===== config.mk =====
export PLATFORM = sky130hd
export DESIGN_NAME = adc_block_averager_with_overrun_unit
export DESIGN_NICKNAME = d
export VERILOG_FILES = /design/src/rtl/core/abavg_pkg.sv /design/src/rtl/core/abavg_front.sv /design/src/rtl/core/abavg_fifo.sv /design/src/rtl/core/abavg_back.sv /design/src/rtl/core/adc_block_averager_with_overrun_unit.sv
export SDC_FILE = /design/constraint.sdc
export NUM_CORES = 1
export LEC_CHECK = 0
export ABC_AREA = 1
export BUFFER_PORTS_ARGS = -buffer_cell sky130_fd_sc_hd__buf_2
export CORE_ASPECT_RATIO = 1.5
export CORE_MARGIN = 2
export CORE_UTILIZATION = 40
export CTS_BUF_LIST = sky130_fd_sc_hd__clkbuf_8 sky130_fd_sc_hd__clkbuf_16
export CTS_CLUSTER_SIZE = 16
export DETAILED_ROUTE_END_ITERATION = 8
export PLACE_DENSITY = 0.53
export SYNTH_ARGS = -nofsm -noshare
export SYNTH_HDL_FRONTEND = slang
export SYNTH_SLANG_ARGS = --single-unit

===== constraint.sdc =====
create_clock -name clk_i -period 10.5 [get_ports clk_i]
set_input_delay 2.1 -clock clk_i [delete_from_list [all_inputs] [get_ports clk_i]]
set_output_delay 2.1 -clock clk_i [all_outputs]
set_load 0.05 [all_outputs]

===== src/rtl/core/abavg_pkg.sv =====
// abavg_pkg: shared constants, codes and types of the block averager
// no dependencies; imported by every module under rtl/core
`timescale 1ns / 1ps

package abavg_pkg;

  // converter word and code layout
  localparam int unsigned RAW_W     = 16;
  localparam int unsigned CODE_BITS = 12;
  localparam int unsigned CODE_LSB  = RAW_W - CODE_BITS;
  // divisor is 2^(CODE_BITS-8) * sample_size, the power of two folds into a shift
  localparam int unsigned DIV_SHIFT = CODE_BITS - 8;

  localparam int unsigned SUM_W  = 28;
  localparam int unsigned SIZE_W = 16;
  localparam int unsigned CHAN_W = 4;
  localparam int unsigned VOLT_W = 25;

  // microvolt scale of one summed code unit, before the divide
  localparam int unsigned MULT_W = 17;
  localparam logic [MULT_W-1:0] UV_SCALE = MULT_W'(78125);
  localparam int unsigned PROD_W = SUM_W + MULT_W;
  localparam int unsigned DIV_W  = PROD_W - DIV_SHIFT;
  localparam int unsigned STEP_W = $clog2(DIV_W);

  localparam logic [DIV_W-1:0]  MAX_QUOT  = DIV_W'(19999999);
  localparam logic [VOLT_W-1:0] OFFSET_UV = VOLT_W'(10000000);

  // queue between front and back, depth a power of two
  localparam int unsigned FIFO_DEPTH = 2;
  localparam int unsigned PTR_W      = $clog2(FIFO_DEPTH);
  localparam int unsigned CNT_W      = $clog2(FIFO_DEPTH + 1);

  // configuration register indexes
  localparam int unsigned CFG_IDX_W = 1;
  localparam logic [CFG_IDX_W-1:0] CFG_SAMPLE_SIZE = 1'b0;
  localparam logic [CFG_IDX_W-1:0] CFG_CHANNEL     = 1'b1;

  // input function codes
  localparam logic FUNC_SAMPLE = 1'b0;
  localparam logic FUNC_FETCH  = 1'b1;

  typedef enum logic [1:0] {
    KIND_STROBE    = 2'd0,
    KIND_ANSWER    = 2'd1,
    KIND_NOT_READY = 2'd2
  } result_kind_e;

  typedef enum logic [1:0] {
    BK_IDLE,
    BK_MUL,
    BK_DIV,
    BK_DONE
  } back_state_e;

  // one queued job, classified by the front
  typedef struct packed {
    result_kind_e            kind;
    logic [CHAN_W-1:0]       chan;
    logic [SUM_W-1:0]        sum;
    logic [SIZE_W-1:0]       size;
    logic                    ovr;
  } job_t;

endpackage


===== src/rtl/core/abavg_front.sv =====
// abavg_front: config registers, sample accumulation, period end and fetch classification
// depends on abavg_pkg; pushes jobs into abavg_fifo
`timescale 1ns / 1ps

module abavg_front import abavg_pkg::*; (
  input  logic                 clk_i,
  input  logic                 rst_ni,
  input  logic                 cfg_we_i,
  input  logic [CFG_IDX_W-1:0] cfg_index_i,
  input  logic [SIZE_W-1:0]    cfg_wdata_i,
  input  logic                 in_valid_i,
  output logic                 in_ready_o,
  input  logic                 func_i,
  input  logic [RAW_W-1:0]     raw_word_i,
  input  logic                 full_i,
  output logic                 push_o,
  output job_t                 push_data_o
);

  logic [SIZE_W-1:0] sample_size_q;
  logic [CHAN_W-1:0] channel_q;
  logic [SUM_W-1:0]  running_sum_q, running_sum_d;
  logic [SIZE_W-1:0] collected_q, collected_d;
  logic [SUM_W-1:0]  latched_q, latched_d;
  logic              taken_q, taken_d;
  logic              overrun_q, overrun_d;

  logic              accept;
  logic [SIZE_W-1:0] eff_size;
  logic [SUM_W-1:0]  sum_add;
  logic [SIZE_W:0]   coll_p1;
  logic              period_end;

  assign in_ready_o = !full_i;
  assign accept     = in_valid_i && in_ready_o;
  assign eff_size   = (sample_size_q == '0) ? SIZE_W'(1) : sample_size_q;
  assign sum_add    = running_sum_q + SUM_W'(raw_word_i[RAW_W-1:CODE_LSB]);
  assign coll_p1    = {1'b0, collected_q} + (SIZE_W+1)'(1);
  assign period_end = coll_p1 >= {1'b0, eff_size};

  always_ff @(posedge clk_i or negedge rst_ni) begin
    if (!rst_ni) begin
      sample_size_q <= SIZE_W'(1);
      channel_q     <= '0;
    end else if (cfg_we_i) begin
      unique case (cfg_index_i)
        CFG_SAMPLE_SIZE: sample_size_q <= cfg_wdata_i;
        CFG_CHANNEL:     channel_q     <= cfg_wdata_i[CHAN_W-1:0];
        default: ;
      endcase
    end
  end

  always_comb begin
    running_sum_d = running_sum_q;
    collected_d   = collected_q;
    latched_d     = latched_q;
    taken_d       = taken_q;
    overrun_d     = overrun_q;
    push_o        = 1'b0;
    push_data_o   = '{kind: KIND_STROBE, chan: '0, sum: '0, size: eff_size, ovr: 1'b0};
    if (accept) begin
      if (func_i == FUNC_SAMPLE) begin
        if (period_end) begin
          overrun_d        = !taken_q;
          latched_d        = sum_add;
          taken_d          = 1'b0;
          running_sum_d    = '0;
          collected_d      = '0;
          push_o           = 1'b1;
          push_data_o.chan = channel_q;
        end else begin
          running_sum_d = sum_add;
          collected_d   = coll_p1[SIZE_W-1:0];
        end
      end else if (taken_q) begin
        push_o           = 1'b1;
        push_data_o.kind = KIND_NOT_READY;
      end else begin
        push_o           = 1'b1;
        push_data_o.kind = KIND_ANSWER;
        push_data_o.sum  = latched_q;
        push_data_o.ovr  = overrun_q;
        overrun_d        = 1'b0;
        taken_d          = 1'b1;
      end
    end
  end

  always_ff @(posedge clk_i or negedge rst_ni) begin
    if (!rst_ni) begin
      running_sum_q <= '0;
      collected_q   <= '0;
      latched_q     <= '0;
      taken_q       <= 1'b1;
      overrun_q     <= 1'b0;
    end else begin
      running_sum_q <= running_sum_d;
      collected_q   <= collected_d;
      latched_q     <= latched_d;
      taken_q       <= taken_d;
      overrun_q     <= overrun_d;
    end
  end

  // a fetch always leaves the sum taken and the overrun cleared
  assert property (@(posedge clk_i) disable iff (!rst_ni)
    (accept && func_i == FUNC_FETCH) |=> (taken_q && !overrun_q))
    else $error("fetch did not consume the latched sum");

  // a period end restarts the count and marks a fresh sum
  assert property (@(posedge clk_i) disable iff (!rst_ni)
    (accept && func_i == FUNC_SAMPLE && period_end) |=> (!taken_q && collected_q == '0))
    else $error("period end did not restart collection");

endmodule


===== src/rtl/core/abavg_fifo.sv =====
// abavg_fifo: short job queue between front and back
// depends on abavg_pkg for the job type and depth
`timescale 1ns / 1ps

module abavg_fifo import abavg_pkg::*; (
  input  logic clk_i,
  input  logic rst_ni,
  input  logic push_i,
  input  job_t push_data_i,
  output logic full_o,
  input  logic pop_i,
  output logic valid_o,
  output job_t data_o
);

  job_t             mem_q [FIFO_DEPTH];
  logic [PTR_W-1:0] wptr_q, rptr_q;
  logic [CNT_W-1:0] count_q;

  assign full_o  = count_q == CNT_W'(FIFO_DEPTH);
  assign valid_o = count_q != '0;
  assign data_o  = mem_q[rptr_q];

  always_ff @(posedge clk_i) begin
    if (push_i) begin
      mem_q[wptr_q] <= push_data_i;
    end
  end

  always_ff @(posedge clk_i or negedge rst_ni) begin
    if (!rst_ni) begin
      wptr_q  <= '0;
      rptr_q  <= '0;
      count_q <= '0;
    end else begin
      if (push_i) begin
        wptr_q <= wptr_q + PTR_W'(1);
      end
      if (pop_i) begin
        rptr_q <= rptr_q + PTR_W'(1);
      end
      if (push_i && !pop_i) begin
        count_q <= count_q + CNT_W'(1);
      end else if (pop_i && !push_i) begin
        count_q <= count_q - CNT_W'(1);
      end
    end
  end

  assert property (@(posedge clk_i) disable iff (!rst_ni) push_i |-> !full_o)
    else $error("job pushed into a full queue");

endmodule


===== src/rtl/core/abavg_back.sv =====
// abavg_back: carries out queued jobs, scale multiply and bit-serial divide, result register
// depends on abavg_pkg; pops jobs from abavg_fifo
`timescale 1ns / 1ps

module abavg_back import abavg_pkg::*; (
  input  logic                     clk_i,
  input  logic                     rst_ni,
  input  logic                     job_valid_i,
  input  job_t                     job_i,
  output logic                     pop_o,
  output logic                     out_valid_o,
  input  logic                     out_ready_i,
  output logic [1:0]               result_kind_o,
  output logic [CHAN_W-1:0]        strobe_channel_o,
  output logic signed [VOLT_W-1:0] voltage_uv_o,
  output logic                     overrun_o
);

  back_state_e       state_q, state_d;
  job_t              job_q;
  logic [DIV_W-1:0]  dq_q;
  logic [SIZE_W-1:0] rem_q;
  logic [STEP_W-1:0] step_q;

  logic              out_valid_q;
  result_kind_e      kind_q;
  logic [CHAN_W-1:0] chan_q;
  logic [VOLT_W-1:0] volt_q;
  logic              ovr_q;

  logic              out_free;
  logic              last_step;
  logic              load_simple, load_answer;
  logic [PROD_W-1:0] product;
  logic [SIZE_W:0]   rem_shift;
  logic              rem_ge;
  logic [VOLT_W-1:0] quot_sat;

  assign out_free  = !out_valid_q || out_ready_i;
  assign last_step = step_q == STEP_W'(DIV_W - 1);
  assign product   = PROD_W'(job_q.sum) * PROD_W'(UV_SCALE);
  assign rem_shift = {rem_q, dq_q[DIV_W-1]};
  assign rem_ge    = rem_shift >= {1'b0, job_q.size};
  assign quot_sat  = (dq_q > MAX_QUOT) ? MAX_QUOT[VOLT_W-1:0] : dq_q[VOLT_W-1:0];

  // next state
  always_comb begin
    state_d = state_q;
    unique case (state_q)
      BK_IDLE: if (job_valid_i && job_i.kind == KIND_ANSWER) state_d = BK_MUL;
      BK_MUL:  state_d = BK_DIV;
      BK_DIV:  if (last_step) state_d = BK_DONE;
      BK_DONE: if (out_free) state_d = BK_IDLE;
      default: state_d = BK_IDLE;
    endcase
  end

  // outputs of the sequencer
  always_comb begin
    pop_o       = 1'b0;
    load_simple = 1'b0;
    load_answer = 1'b0;
    unique case (state_q)
      BK_IDLE: begin
        if (job_valid_i) begin
          if (job_i.kind == KIND_ANSWER) begin
            pop_o = 1'b1;
          end else if (out_free) begin
            pop_o       = 1'b1;
            load_simple = 1'b1;
          end
        end
      end
      BK_DONE: load_answer = out_free;
      default: ;
    endcase
  end

  always_ff @(posedge clk_i or negedge rst_ni) begin
    if (!rst_ni) begin
      state_q <= BK_IDLE;
    end else begin
      state_q <= state_d;
    end
  end

  // datapath: multiply once, then one quotient bit a cycle
  always_ff @(posedge clk_i) begin
    if (state_q == BK_IDLE && pop_o) begin
      job_q <= job_i;
    end
    if (state_q == BK_MUL) begin
      dq_q   <= product[PROD_W-1:DIV_SHIFT];
      rem_q  <= '0;
      step_q <= '0;
    end else if (state_q == BK_DIV) begin
      rem_q  <= rem_ge ? rem_shift[SIZE_W-1:0] - job_q.size : rem_shift[SIZE_W-1:0];
      dq_q   <= {dq_q[DIV_W-2:0], rem_ge};
      step_q <= step_q + STEP_W'(1);
    end
  end

  always_ff @(posedge clk_i or negedge rst_ni) begin
    if (!rst_ni) begin
      out_valid_q <= 1'b0;
    end else if (load_simple || load_answer) begin
      out_valid_q <= 1'b1;
    end else if (out_ready_i) begin
      out_valid_q <= 1'b0;
    end
  end

  always_ff @(posedge clk_i) begin
    if (load_simple) begin
      kind_q <= job_i.kind;
      chan_q <= job_i.chan;
      volt_q <= '0;
      ovr_q  <= 1'b0;
    end else if (load_answer) begin
      kind_q <= KIND_ANSWER;
      chan_q <= '0;
      volt_q <= quot_sat - OFFSET_UV;
      ovr_q  <= job_q.ovr;
    end
  end

  assign out_valid_o      = out_valid_q;
  assign result_kind_o    = kind_q;
  assign strobe_channel_o = chan_q;
  assign voltage_uv_o     = signed'(volt_q);
  assign overrun_o        = ovr_q;

  assert property (@(posedge clk_i) disable iff (!rst_ni)
    (state_q != BK_IDLE) |-> (job_q.kind == KIND_ANSWER))
    else $error("divider busy on a job that needs no divide");

  assert property (@(posedge clk_i) disable iff (!rst_ni)
    (state_q == BK_DIV && last_step) |=> (state_q == BK_DONE))
    else $error("divide did not finish after its last step");

endmodule


===== src/rtl/core/adc_block_averager_with_overrun_unit.sv =====
// adc_block_averager_with_overrun_unit: top level of the converter block averager
// depends on abavg_pkg, abavg_front, abavg_fifo, abavg_back
`timescale 1ns / 1ps

// block averager for an offset-coded converter. a sample transaction (func 0) adds
// bits 15..4 of raw_word to the running sum; after sample_size samples the sum is
// latched, overrun is set if the previous sum was never fetched, and a strobe result
// carrying channel_number comes out. a fetch transaction (func 1) answers with the
// period mean in microvolts, floor(sum*78125/(16*sample_size)) - 10000000, saturated
// at 9999999, plus the overrun flag, which the fetch clears; with nothing fresh it
// answers not-ready without a divide. sample_size 0 acts as 1. samples are taken
// one per cycle while the queue is not full: a sample that ends no period yields no
// result, one that ends a period queues a strobe. a fetch answer is popped from
// the queue, passes the 28x17 scale multiply and the bit-serial divider, and is
// then loaded into the result register. a two-entry queue sits between the front
// and the back end, so samples keep flowing while a divide runs until two jobs wait.
// configuration: write enable, index 0 = sample_size, index 1 = channel_number.

module adc_block_averager_with_overrun_unit import abavg_pkg::*; (
  input  logic                     clk_i,
  input  logic                     rst_ni,
  input  logic                     cfg_we_i,
  input  logic [CFG_IDX_W-1:0]     cfg_index_i,
  input  logic [SIZE_W-1:0]        cfg_wdata_i,
  input  logic                     in_valid_i,
  output logic                     in_ready_o,
  input  logic                     func_i,
  input  logic [RAW_W-1:0]         raw_word_i,
  output logic                     out_valid_o,
  input  logic                     out_ready_i,
  output logic [1:0]               result_kind_o,
  output logic [CHAN_W-1:0]        strobe_channel_o,
  output logic signed [VOLT_W-1:0] voltage_uv_o,
  output logic                     overrun_o
);

  // front to queue
  logic push;
  job_t push_data;
  logic full;

  // queue to back end
  logic pop;
  logic job_valid;
  job_t job;

  // front: holds all period state, so ordering of samples and fetches is exact
  abavg_front u_front (
    .clk_i       (clk_i),
    .rst_ni      (rst_ni),
    .cfg_we_i    (cfg_we_i),
    .cfg_index_i (cfg_index_i),
    .cfg_wdata_i (cfg_wdata_i),
    .in_valid_i  (in_valid_i),
    .in_ready_o  (in_ready_o),
    .func_i      (func_i),
    .raw_word_i  (raw_word_i),
    .full_i      (full),
    .push_o      (push),
    .push_data_o (push_data)
  );

  // job queue, each job carries its own snapshot of sum, size and overrun
  abavg_fifo u_fifo (
    .clk_i       (clk_i),
    .rst_ni      (rst_ni),
    .push_i      (push),
    .push_data_i (push_data),
    .full_o      (full),
    .pop_i       (pop),
    .valid_o     (job_valid),
    .data_o      (job)
  );

  // back end: scaling, divide and the result register
  abavg_back u_back (
    .clk_i            (clk_i),
    .rst_ni           (rst_ni),
    .job_valid_i      (job_valid),
    .job_i            (job),
    .pop_o            (pop),
    .out_valid_o      (out_valid_o),
    .out_ready_i      (out_ready_i),
    .result_kind_o    (result_kind_o),
    .strobe_channel_o (strobe_channel_o),
    .voltage_uv_o     (voltage_uv_o),
    .overrun_o        (overrun_o)
  );

endmodule

Yosys cells after proc, flatten, opt, wreduce, memory -nomap -nowiden
Memories as Yosys holds them, arrays and structs flattened.
Cells that the tools add are included.
{"block": "op_classes", "addsub": 9, "mul": 1, "order_cmp": 3, "eq_ne": 10, "n_mux": 47, "bitwise_logic": 2, "n_reduce_logical": 27}
{"op": "two-way mux 28 bit", "count": 3}
{"op": "two-way mux 41 bit", "count": 2}
{"op": "two-way mux 16 bit", "count": 3}
{"op": "multiplier 28 x 17 -> 45 bit, second input constant", "count": 1}
{"op": "greater-than comparator 41 x 25 -> 1 bit, second input constant", "count": 1}
{"op": "greater-or-equal comparator 17 x 16 -> 1 bit", "count": 2}
{"op": "two-way mux 34 bit", "count": 1}
{"op": "adder 28 x 12 -> 28 bit", "count": 1}
{"op": "two-way mux 25 bit", "count": 1}
{"op": "subtractor 25 x 24 -> 25 bit, second input constant", "count": 1}
{"op": "two-way mux 1 bit", "count": 23}
{"op": "two-way mux 2 bit", "count": 9}
{"op": "adder 16 x 1 -> 17 bit, second input constant", "count": 1}
{"op": "logical NOT 16 bit", "count": 1}
{"op": "two-way mux 4 bit", "count": 4}
{"op": "subtractor 16 bit", "count": 1}
{"op": "nonzero test 2 bit", "count": 6}
{"op": "AND reduction 3 bit", "count": 3}
{"op": "case mux 2 bit (4 select lines)", "count": 1}
{"op": "AND reduction 2 bit", "count": 4}
{"op": "adder 6 x 1 -> 6 bit, second input constant", "count": 1}
{"op": "equality test 2 bit, second input constant", "count": 3}
{"op": "equality test 6 bit, second input constant", "count": 1}
{"op": "inequality test 2 x 1 -> 1 bit, second input constant", "count": 3}
{"op": "other kinds (10)", "count": 22}
{"block": "totals", "reg_bits": 241, "ram_bits": 102, "elab_cells": 122, "n_memories": 1}
{"memory": "u_fifo.mem_q", "depth": 2, "width": 51, "rd": 1, "rd_clocked_by_memory_dff": 0, "wr": 1, "line_no": "abavg_fifo.sv:16", "text": "job_t mem_q [FIFO_DEPTH];"}

Longest topological paths before layout
Gate-level depths: netlist (run 1).
{"block": "logic_depth", "word_depth": 10, "depth_mapped": 24}

Cells and area by module
A second synthesis (run 1) with hierarchy kept.
{"block": "unflattened", "hier_cells": 3031, "hier_area_um2": 26314.0}
{"module": "abavg_back", "n_inst": 1, "cells_each": 1908, "area_each_um2": 15897.7, "seq_area_each_um2": 3798.6}
{"module": "abavg_front", "n_inst": 1, "cells_each": 939, "area_each_um2": 6277.3, "seq_area_each_um2": 2354.8}
{"module": "abavg_fifo", "n_inst": 1, "cells_each": 184, "area_each_um2": 4139.0, "seq_area_each_um2": 3163.0}

Worst setup path before layout (run 1)
Ideal clock, no wire load.
{"block": "synth_path", "path_kind": "register -> register", "startpoint": "register u_fifo.rptr_q", "endpoint": "register u_fifo.count_q[1]", "setup_ps": 124, "t_arrival_ps": 5280, "required_ps": 10376, "slack_ps": 5095, "path_stages_with_launch": 14, "path_buffers": 1, "path_cell_list": "dfrtp_1 -> buf_2 -> inv_2 -> or2_1 -> o21ai_0 -> inv_1 -> nor2_1 -> inv_1 -> o21ai_0 -> inv_1 -> ha_1 -> a21oi_1 -> o21ai_0 -> xnor2_1"}
{"block": "synth_via", "elab_chain_len": 8, "elab_cells_between_ends": 10}
{"element": "from (decl)", "line_no": "abavg_fifo.sv:17", "text": "logic [PTR_W-1:0] wptr_q, rptr_q;"}
{"element": "from (signal assigned)", "line_no": "abavg_fifo.sv:40", "text": "rptr_q <= rptr_q + PTR_W'(1);"}
{"element": "memory (2 x 51 bit) *"}
{"element": "equality test 2 x 1 -> 1 bit *", "line_no": "abavg_back.sv:66", "text": "if (job_i.kind == KIND_ANSWER) begin"}
{"element": "two-way mux 1 bit *", "line_no": "abavg_back.sv:66"}
{"element": "two-way mux 1 bit *", "line_no": "abavg_back.sv:65", "text": "if (job_valid_i) begin"}
{"element": "two-way mux 1 bit *", "line_no": "abavg_back.sv:63", "text": "unique case (state_q)"}
{"element": "named net pop", "line_no": "adc_block_averager_with_overrun_unit.sv:43", "text": "logic pop;"}
{"element": "logical NOT 1 bit", "line_no": "abavg_fifo.sv:42", "text": "if (push_i && !pop_i) begin"}
{"element": "logical AND 1 bit", "line_no": "abavg_fifo.sv:42"}
{"element": "two-way mux 2 bit or nonzero test 2 bit (tied branches)"}
{"element": "to (signal assigned)", "line_no": "abavg_fifo.sv:43", "text": "count_q <= count_q + CNT_W'(1);"}
{"element": "to (signal assigned)", "line_no": "abavg_fifo.sv:45", "text": "count_q <= count_q - CNT_W'(1);"}
{"element": "to (decl)", "line_no": "abavg_fifo.sv:18", "text": "logic [CNT_W-1:0] count_q;"}
Mark *: on every way through the listed nets, which the timed path passes. The rest lies on a longest branch.
A chain may end at the register's enable or synchronous reset.

Worst setup path after layout (run 1)
{"block": "layout_path", "startpoint": "register u_back.job_q[35] (netlist name)", "endpoint": "register u_back.dq_q[36] (data pin)"}
{"block": "layout_via", "elab_chain_len": 2}
{"element": "from (decl)", "line_no": "abavg_back.sv:20", "text": "job_t job_q;"}
{"element": "from (signal assigned)", "line_no": "abavg_back.sv:90", "text": "job_q <= job_i;"}
{"element": "multiplier 28 x 17 -> 45 bit", "line_no": "abavg_back.sv:41", "text": "assign product = PROD_W'(job_q.sum) * PROD_W'(UV_SCALE);"}
{"element": "two-way mux 41 bit", "line_no": "abavg_back.sv:92", "text": "if (state_q == BK_MUL) begin"}
{"element": "to (signal assigned)", "line_no": "abavg_back.sv:93", "text": "dq_q <= product[PROD_W-1:DIV_SHIFT];"}
{"element": "to (signal assigned)", "line_no": "abavg_back.sv:98", "text": "dq_q <= {dq_q[DIV_W-2:0], rem_ge};"}
{"element": "to (decl)", "line_no": "abavg_back.sv:21", "text": "logic [DIV_W-1:0] dq_q;"}
No other way between the ends.

==> results of run 1 <==
## metal layers
metal	vias to the layer above	track usage
met4	0	0.0822
met5	-	0
met1	8818	0.220
met2	312	0.402
li1	9346	-
met3	114	0.0239
## logic make-up after synthesis
| kind of cell | share of synthesized area |
|---|---|
| flip-flops | 0.372 |
| buffers and inverters | 0.0985 |
| XOR/XNOR | 0.0241 |
| AND/OR/NAND/NOR | 0.180 |
| adder cells (fa/ha/maj) | 0.251 |
| multiplexers | 0.000399 |
| AO/OA/AOI/OAI | 0.0746 |
## cell usage after synthesis (8+ instances only)
cell type,n,area (um2)
a31oi_1,25,156
a21oi_1,115,576
xor2_1,44,385
xnor2_1,25,219
fa_1,142,2840
o21ai_0,106,531
o21ai_1,23,115
nand2_1,684,2570
nor2_1,205,769
inv_1,565,2120
ha_1,276,3450
nand4_1,23,144
nand3_1,107,536
dfrtp_1,99,2480
nor3_1,26,130
a21o_1,12,90.1
buf_2,9,45.0
nor4_1,8,50.1
edfxtp_1,194,5830
dfxtp_1,48,961
o21bai_1,10,75.1
or2_2,11,68.8
nand3b_1,18,135
clkbuf_1,49,184
## worst paths after layout
kind | from | to | slack (ns) | cells after the start
max | u_back.job_q[35] | u_back.dq_q[36] | 4.49 | 20
min | u_back.voltage_uv_o[12] | u_back.voltage_uv_o[12] | 0.45 | 2
max reg2reg | u_back.job_q[35] | u_back.dq_q[36] | 4.49 | 20
min reg2reg | u_back.voltage_uv_o[12] | u_back.voltage_uv_o[12] | 0.45 | 2
max in group asynchronous | rst_ni | u_front.latched_q[4] | 7.66 | 2
min in group asynchronous | rst_ni | u_front.collected_q[8] | 1.47 | 1
## per-stage QoR
step           worst slack (ns)   util  hold WS (ns)  cell area [um2]
5_1_grt                    4.20  0.441         0.468            27400
3_5_place_dp               4.40  0.422         0.436            26200
3_3_place_gp               4.45  0.422         0.434            26200
2_1_floorplan              5.10      -         0.427            25100
4_1_cts                    4.40  0.441         0.452            27400
6_report                   4.49  0.441         0.448            27400
## critical path, delay by kind of cell, from the launching register on
| family | cells | cell delay, ns |
|---|---|---|
| buffers and inverters | 5 | 0.39 |
| AOI/OAI and AO/OA | 4 | 0.80 |
| DFF | 1 | 0.57 |
| and+or+nand+nor | 4 | 0.76 |
| adders and majority gates | 7 | 3.27 |
## flip-flops by register name, summed over array words and instances (netlist names), 2 cells and up
signal and flops:
u_back.strobe_channel_o 4, u_front.latched_q 28, u_front.running_sum_q 28, u_front.collected_q 16, u_back.rem_q 16, u_front.channel_q 4
u_back.state_q 2, u_back.step_q 6, u_fifo.count_q 2, u_back.dq_q 41, u_fifo.mem_q 102, u_front.sample_size_q 16
u_back.job_q 45, u_back.result_kind_o 2, u_back.voltage_uv_o 25
## layout make-up
cell class	count	area [um2]
inverter	572	2150
multi-input combinational	1914	13300
clock buffer	43	997
fill	6161	34700
tap	798	998
sequential	343	9320
clock inverter	23	160
timing repair buffer	80	433
==> impl_metrics.sql, run 1 <==
INSERT INTO impl_metrics (metric_group, metric, value, unit) VALUES
('layout', 'layout_cell_share_with_drive_strength_beyond_1', '0.0561', ''),
('global_route', 'grt_overflow', '0', ''),
('sta', 'report.final.setup_viol', '0', ''),
('sta', 'fmax', '0.166', 'GHz'),
('cts', 'cts.repair.resized', '0', ''),
('setup_path', 'crit_path_start_kind', 'flop', ''),
('setup_path', 'crit_path_max_fanout', '6', ''),
('logic_synthesis', 'yosys_warnings', '0', ''),
('cts', 'tritoncts', 'done', ''),
('cts', 'post_cts_buffers', '0', ''),
('global_route', 'global_route_wire_length_before_repair', '105000', 'um'),
('cts', 'clock_latency', '0.56', 'ns'),
('detailed_routing', 'dr_total_vias', '18590', ''),
('die', 'num_rows', '112', ''),
('layout', 'layout_commonest_cell', 'nand2_1', ''),
('min_path', 'hp-class', 'flop to flop', ''),
('global_route', 'grt_antenna_before_repair', '0', ''),
('global_route', 'vias_in_the_first_global_route', '19842', ''),
('layout', 'area.growth.synth_to_final', '9.12', '%'),
('detailed_routing', 'dr.first_iter.drc_count', '703', ''),
('logic_synthesis', 'synth_enable_flop_cells', '194', ''),
('setup_path', 'path_common_cell', 'inv_1', ''),
('layout', 'mostFrequentLayoutCells', 'nand2_1, inv_1, ha_1', ''),
('job', 'maxCapViolCount', '0', ''),
('cts', 'cts_hold_buf', '0', ''),
('sta', 'tns', '0', 'ns'),
('layout', 'antenna_cells', '0', ''),
('detailed_routing', 'wl_met3', '1810', 'um'),
('detailed_routing', 'detail_route.vias_per_cell', '4.93', ''),
('sta', 'final_min_period_over_clock_period', '0.573', ''),
('place', 'finalWeightedCongestion', '1.01', ''),
('setup_path', 'critical_path.endpoint_type', 'flop', ''),
('detailed_routing', 'drt_first_pass_iters', '5', ''),
('detailed_routing', 'drt.antenna.violating_nets', '0', ''),
('place', 'place_hpwl', '51900', 'um'),
('setup_path', 'cpPeakStageDelay', '0.57', 'ns'),
('logic_synthesis', 'post_synth.cell_area_avg', '8.64', 'um2'),
('logic_synthesis', 'synth.distinct_cells', '60', ''),
('sta', 'final.setup_skew', '0.0351', 'ns'),
('sta', 'slew_worst_pin', '1.15', 'ns'),
('setup_path', 'timing.critical_path.required', '10.81', 'ns'),
('die', 'die_area', '0.0647', 'mm2'),
('logic_synthesis', 'synth-main-ff-cell', 'edfxtp_1', ''),
('cts', 'cts.clk_slew.worst_paths', '0.06', 'ns'),
('global_route', 'largest_net_degree_at_the_start_of_global_routing', '75', ''),
('logic_synthesis', 'synth_seq_cells', '343', ''),
('outcome', 'run_status', 'finished, final reports clean', ''),
('logic_synthesis', 'synth-async-reset-ratio', '0.294', ''),
('setup_path', 'critPathSlowestCell', 'edfxtp_1', ''),
('detailed_routing', 'postRouteWirelength', '64300', 'um'),
('place', 'port-buffer-count', '68', ''),
('sta', 'slew_violations', '0', ''),
('layout', 'finalNonFillerCells', '3773', ''),
('layout', 'finish.net_count', '3404', ''),
('logic_synthesis', 'synthesis.area', '0.0251', 'mm2'),
('setup_path', 'arrival_time_of_the_worst_setup_path', '6.32', 'ns'),
('die', 'die_y', '311', 'um'),
('die', 'initial_core_util', '0.404', ''),
('logic_synthesis', 'number_of_nets_produced_by_synthesis', '3358', ''),
('sta', 'final.min_clock_period', '6.01', 'ns'),
('die', 'num_io_pins', '73', ''),
('logic_synthesis', 'seq_area_frac_synth', '0.372', ''),
('die', 'die_width', '208', 'um'),
('cts', 'clock_sink_count', '343', ''),
('detailed_routing', 'highest_layer', 'met4', ''),
('cts', 'number_of_buffers_added_by_the_clock_tree_synthesis_step', '36', ''),
('detailed_routing', 'met1Wirelength', '24600', 'um'),
('cts', 'clk_path_buf_depth', '3', ''),
('cts', 'cts_root_buffer', 'clkbuf_16', ''),
('setup_path', 'crit_chain', 'ha_1 > ha_1 > fa_1 > inv_1 > fa_1 > inv_1 > fa_1 > inv_1 > fa_1 > inv_1 > ha_1 > inv_1 > o21bai_1 > a21oi_1 > o21ai_0 > a311oi_1 > nand3_1 > or2_2 > nand3_1 > nand2_1', ''),
('sta', 'final_hold_viol_count', '0', ''),
('global_route', 'overall_fraction_of_global_route_tracks_in_use', '0.205', ''),
('logic_synthesis', 'synth_cells', '2901', ''),
('detailed_routing', 'drt-wirelength-per-cell', '17.1', 'um'),
('sta', 'grt_setup_unrepaired', 'false', ''),
('cts', 'htree_num_levels', '2', ''),
('sta', 'timing.slew.headroom', '0.234', ''),
('detailed_routing', 'detail_route.drc_violations', '0', ''),
('place', 'placed_cells_incl_taps', '3707', ''),
('detailed_routing', 'met2_wl_post_dr', '35300', 'um'),
('die', 'core', '0.0621', 'mm2'),
('setup_path', 'timing_worst_setup_path_type', 'flop to flop', '');
Power of run 1 is left out: the tool's default activity adds up to more than one toggle a clock period on the data nets, which glitch-free logic cannot reach.
==> run 2: changes to the inputs <==
--- a/config.mk
+++ b/config.mk
@@ -13,7 +13,7 @@
 export CTS_BUF_LIST = sky130_fd_sc_hd__clkbuf_8 sky130_fd_sc_hd__clkbuf_16
 export CTS_CLUSTER_SIZE = 16
 export DETAILED_ROUTE_END_ITERATION = 8
-export PLACE_DENSITY = 0.53
+export PLACE_DENSITY = 0.55
 export SYNTH_ARGS = -nofsm -noshare
 export SYNTH_HDL_FRONTEND = slang
 export SYNTH_SLANG_ARGS = --single-unit
==> constraint.sdc (replaced) <==
create_clock -name clk_i -period 4.9 [get_ports clk_i]
set_input_delay 0.98 -clock clk_i [delete_from_list [all_inputs] [get_ports clk_i]]
set_output_delay 0.98 -clock clk_i [all_outputs]
set_load 0.05 [all_outputs]
==> run 2 against run 1 <==
Count of clock-buffer cells in the layout is 2 lower. The flow now finishes with violations (negative setup slack). Largest cell class unchanged. Worst hold slack worse by 0.22 ns. First-iteration DRC count is 17% higher. Fmax is 15% higher.
==> impl_metrics.sql, run 2 (synthesized netlist as in run 1, its figures left out) <==
INSERT INTO impl_metrics (metric_group, metric, value, unit) VALUES
('layout', 'largest_reg_flops', '102', ''),
('cts', 'number_of_buffers_added_by_the_clock_tree_synthesis_step', '37', ''),
('global_route', 'overall_fraction_of_global_route_tracks_in_use', '0.208', ''),
('sta', 'tns', '-4.16', 'ns'),
('cts', 'cts.clk_slew.worst_paths', '0.06', 'ns'),
('global_route', 'global_route_wire_length_before_repair', '108000', 'um'),
('layout', 'antenna_cells', '0', ''),
('detailed_routing', 'postRouteWirelength', '66400', 'um'),
('sta', 'slew_worst_pin', '1.02', 'ns'),
('layout', 'layout_commonest_cell', 'nand2_1', ''),
('layout', 'finalNonFillerCells', '4079', ''),
('die', 'die_y', '311', 'um'),
('layout', 'layout_cell_share_with_drive_strength_beyond_1', '0.233', ''),
('setup_path', 'crit_path_max_fanout', '5', ''),
('detailed_routing', 'drt_first_pass_iters', '5', ''),
('global_route', 'grt_antenna_before_repair', '0', ''),
('detailed_routing', 'drt-wirelength-per-cell', '16.3', 'um'),
('detailed_routing', 'detail_route.drc_violations', '0', ''),
('layout', 'mostFrequentLayoutCells', 'nand2_1, inv_1, buf_4', ''),
('sta', 'timing.final.ws_setup', '-0.313', 'ns'),
('global_route', 'largest_net_degree_at_the_start_of_global_routing', '63', ''),
('layout', 'nFillCells', '5720', ''),
('setup_path', 'crit_path_start_kind', 'flop', ''),
('setup_path', 'critical_path.endpoint_type', 'flop', ''),
('cts', 'cts_hold_buf', '0', ''),
('sta', 'final_min_period_over_clock_period', '1.06', ''),
('min_path', 'hp-class', 'input port to asynchronous set/reset pin', ''),
('place', 'finalWeightedCongestion', '0.926', ''),
('outcome', 'run_status', 'complete, but fails checks', ''),
('detailed_routing', 'dr_total_vias', '19957', ''),
('sta', 'slew_violations', '0', ''),
('job', 'maxCapViolCount', '0', ''),
('outcome', 'failed_checks', 'negative setup slack', ''),
('die', 'num_io_pins', '73', ''),
('cts', 'htree_num_levels', '2', ''),
('place', 'placed_cells_incl_taps', '3936', ''),
('sta', 'timing.slew.headroom', '0.318', ''),
('sta', 'final.setup_skew', '0.0274', 'ns'),
('die', 'die_area', '0.0647', 'mm2'),
('cts', 'tritoncts', 'done', ''),
('detailed_routing', 'dr.first_iter.drc_count', '824', ''),
('sta', 'final.min_clock_period', '5.21', 'ns'),
('setup_path', 'timing.critical_path.required', '5.21', 'ns'),
('setup_path', 'arrival_time_of_the_worst_setup_path', '5.52', 'ns'),
('die', 'core', '0.0621', 'mm2'),
('die', 'die_width', '208', 'um'),
('sta', 'fmax', '0.192', 'GHz'),
('global_route', 'vias_in_the_first_global_route', '21258', ''),
('layout', 'area.growth.synth_to_final', '26.3', '%'),
('cts', 'clock_latency', '0.57', 'ns'),
('sta', 'whs', '0.231', 'ns'),
('layout', 'finish.net_count', '3709', ''),
('sta', 'report.final.setup_viol', '26', ''),
('global_route', 'grt_overflow', '0', ''),
('detailed_routing', 'detail_route.vias_per_cell', '4.89', ''),
('layout', 'top_regs', 'u_fifo.mem_q x102, u_back.job_q x45, u_back.dq_q x41', ''),
('setup_path', 'timing_worst_setup_path_type', 'flop to flop', ''),
('die', 'initial_core_util', '0.404', ''),
('layout', 'final_util', '0.510', ''),
('sta', 'grt_setup_unrepaired', 'true', ''),
('cts', 'clk_path_buf_depth', '3', ''),
('cts', 'cts_root_buffer', 'clkbuf_16', ''),
('place', 'place_hpwl', '52200', 'um'),
('die', 'num_rows', '112', ''),
('cts', 'clock_sink_count', '343', ''),
('place', 'port-buffer-count', '68', ''),
('sta', 'final_hold_viol_count', '0', ''),
('layout', 'largest_register', 'u_fifo.mem_q', ''),
('detailed_routing', 'drt.antenna.violating_nets', '0', '');
run 2: cell count changes in the layout (fill, tap and decap cells not counted), sizes merged:
cell / change
clkbuf: -2
inv: -6
buf: +304
clkinvlp: +2
clkinv: +5
bufinv: +3
run 2: path summary, 6_finish.rpt:
path,end,slack (ns),start,cells past startpoint
max,u_back.dq_q[28],-0.31,u_back.job_q[30],22
min,u_front.collected_q[9],0.23,rst_ni,1
max reg2reg,u_back.dq_q[28],-0.31,u_back.job_q[30],22
min reg2reg,u_back.voltage_uv_o[20],0.45,u_back.voltage_uv_o[20],2
max in group asynchronous,u_front.running_sum_q[5],3.63,rst_ni,2
min in group clk_i,u_back.voltage_uv_o[20],0.45,u_back.voltage_uv_o[20],2
run 2: per-layer routing:
| layer | routed length, um | track usage | up-vias |
|---|---|---|---|
| met5 | 0 | 0 | - |
| met4 | 3720 | 0.101 | 0 |
| met3 | 1680 | 0.0240 | 182 |
| met2 | 35900 | 0.406 | 337 |
| met1 | 25100 | 0.218 | 9487 |
| li1 | - | - | 9951 |
run 2: area by class of cell:
type / instances / area (um2) / area share
flip-flops and latches: 343 / 9320 / 0.294
inverters: 572 / 2160 / 0.0681
repair buffers: 384 / 2900 / 0.0917
multi-input cells: 1914 / 15000 / 0.474
well taps: 798 / 998 / 0.0315
clock inverters: 27 / 289 / 0.00913
clock buffers: 41 / 1000 / 0.0317
run 2: what timing repair did:
action	CTS	global route
buffers inserted	61	17
pin swaps	207	69
gates resized for setup	291	92
endpoints found under the setup margin	31	31
run 2: critical path, cell delays in order (launching register included):
cell      delay, ns
edfxtp_1       0.51
ha_4           0.30
ha_4           0.26
inv_2          0.05
fa_1           0.53
inv_2          0.04
fa_1           0.47
fa_1           0.56
inv_2          0.04
fa_1           0.51
inv_2          0.05
ha_4           0.25
buf_4          0.14
buf_6          0.11
a31oi_4        0.17
nand2_2        0.10
a31oi_4        0.23
o21ai_2        0.11
nand3_1        0.08
nand2_1        0.06
or2_2          0.26
nand3_1        0.07
nand2_1        0.05
run 2: per-stage QoR:
stage               instance area, um2  worst slack, ns
floorplan                        25300          -0.0787
global placement                 28200           -0.654
detailed placement               28200           -0.634
CTS                              31200           -0.201
global route                     31700           -0.482
finish                           31700           -0.313
Power of run 2 is left out for the same reason.
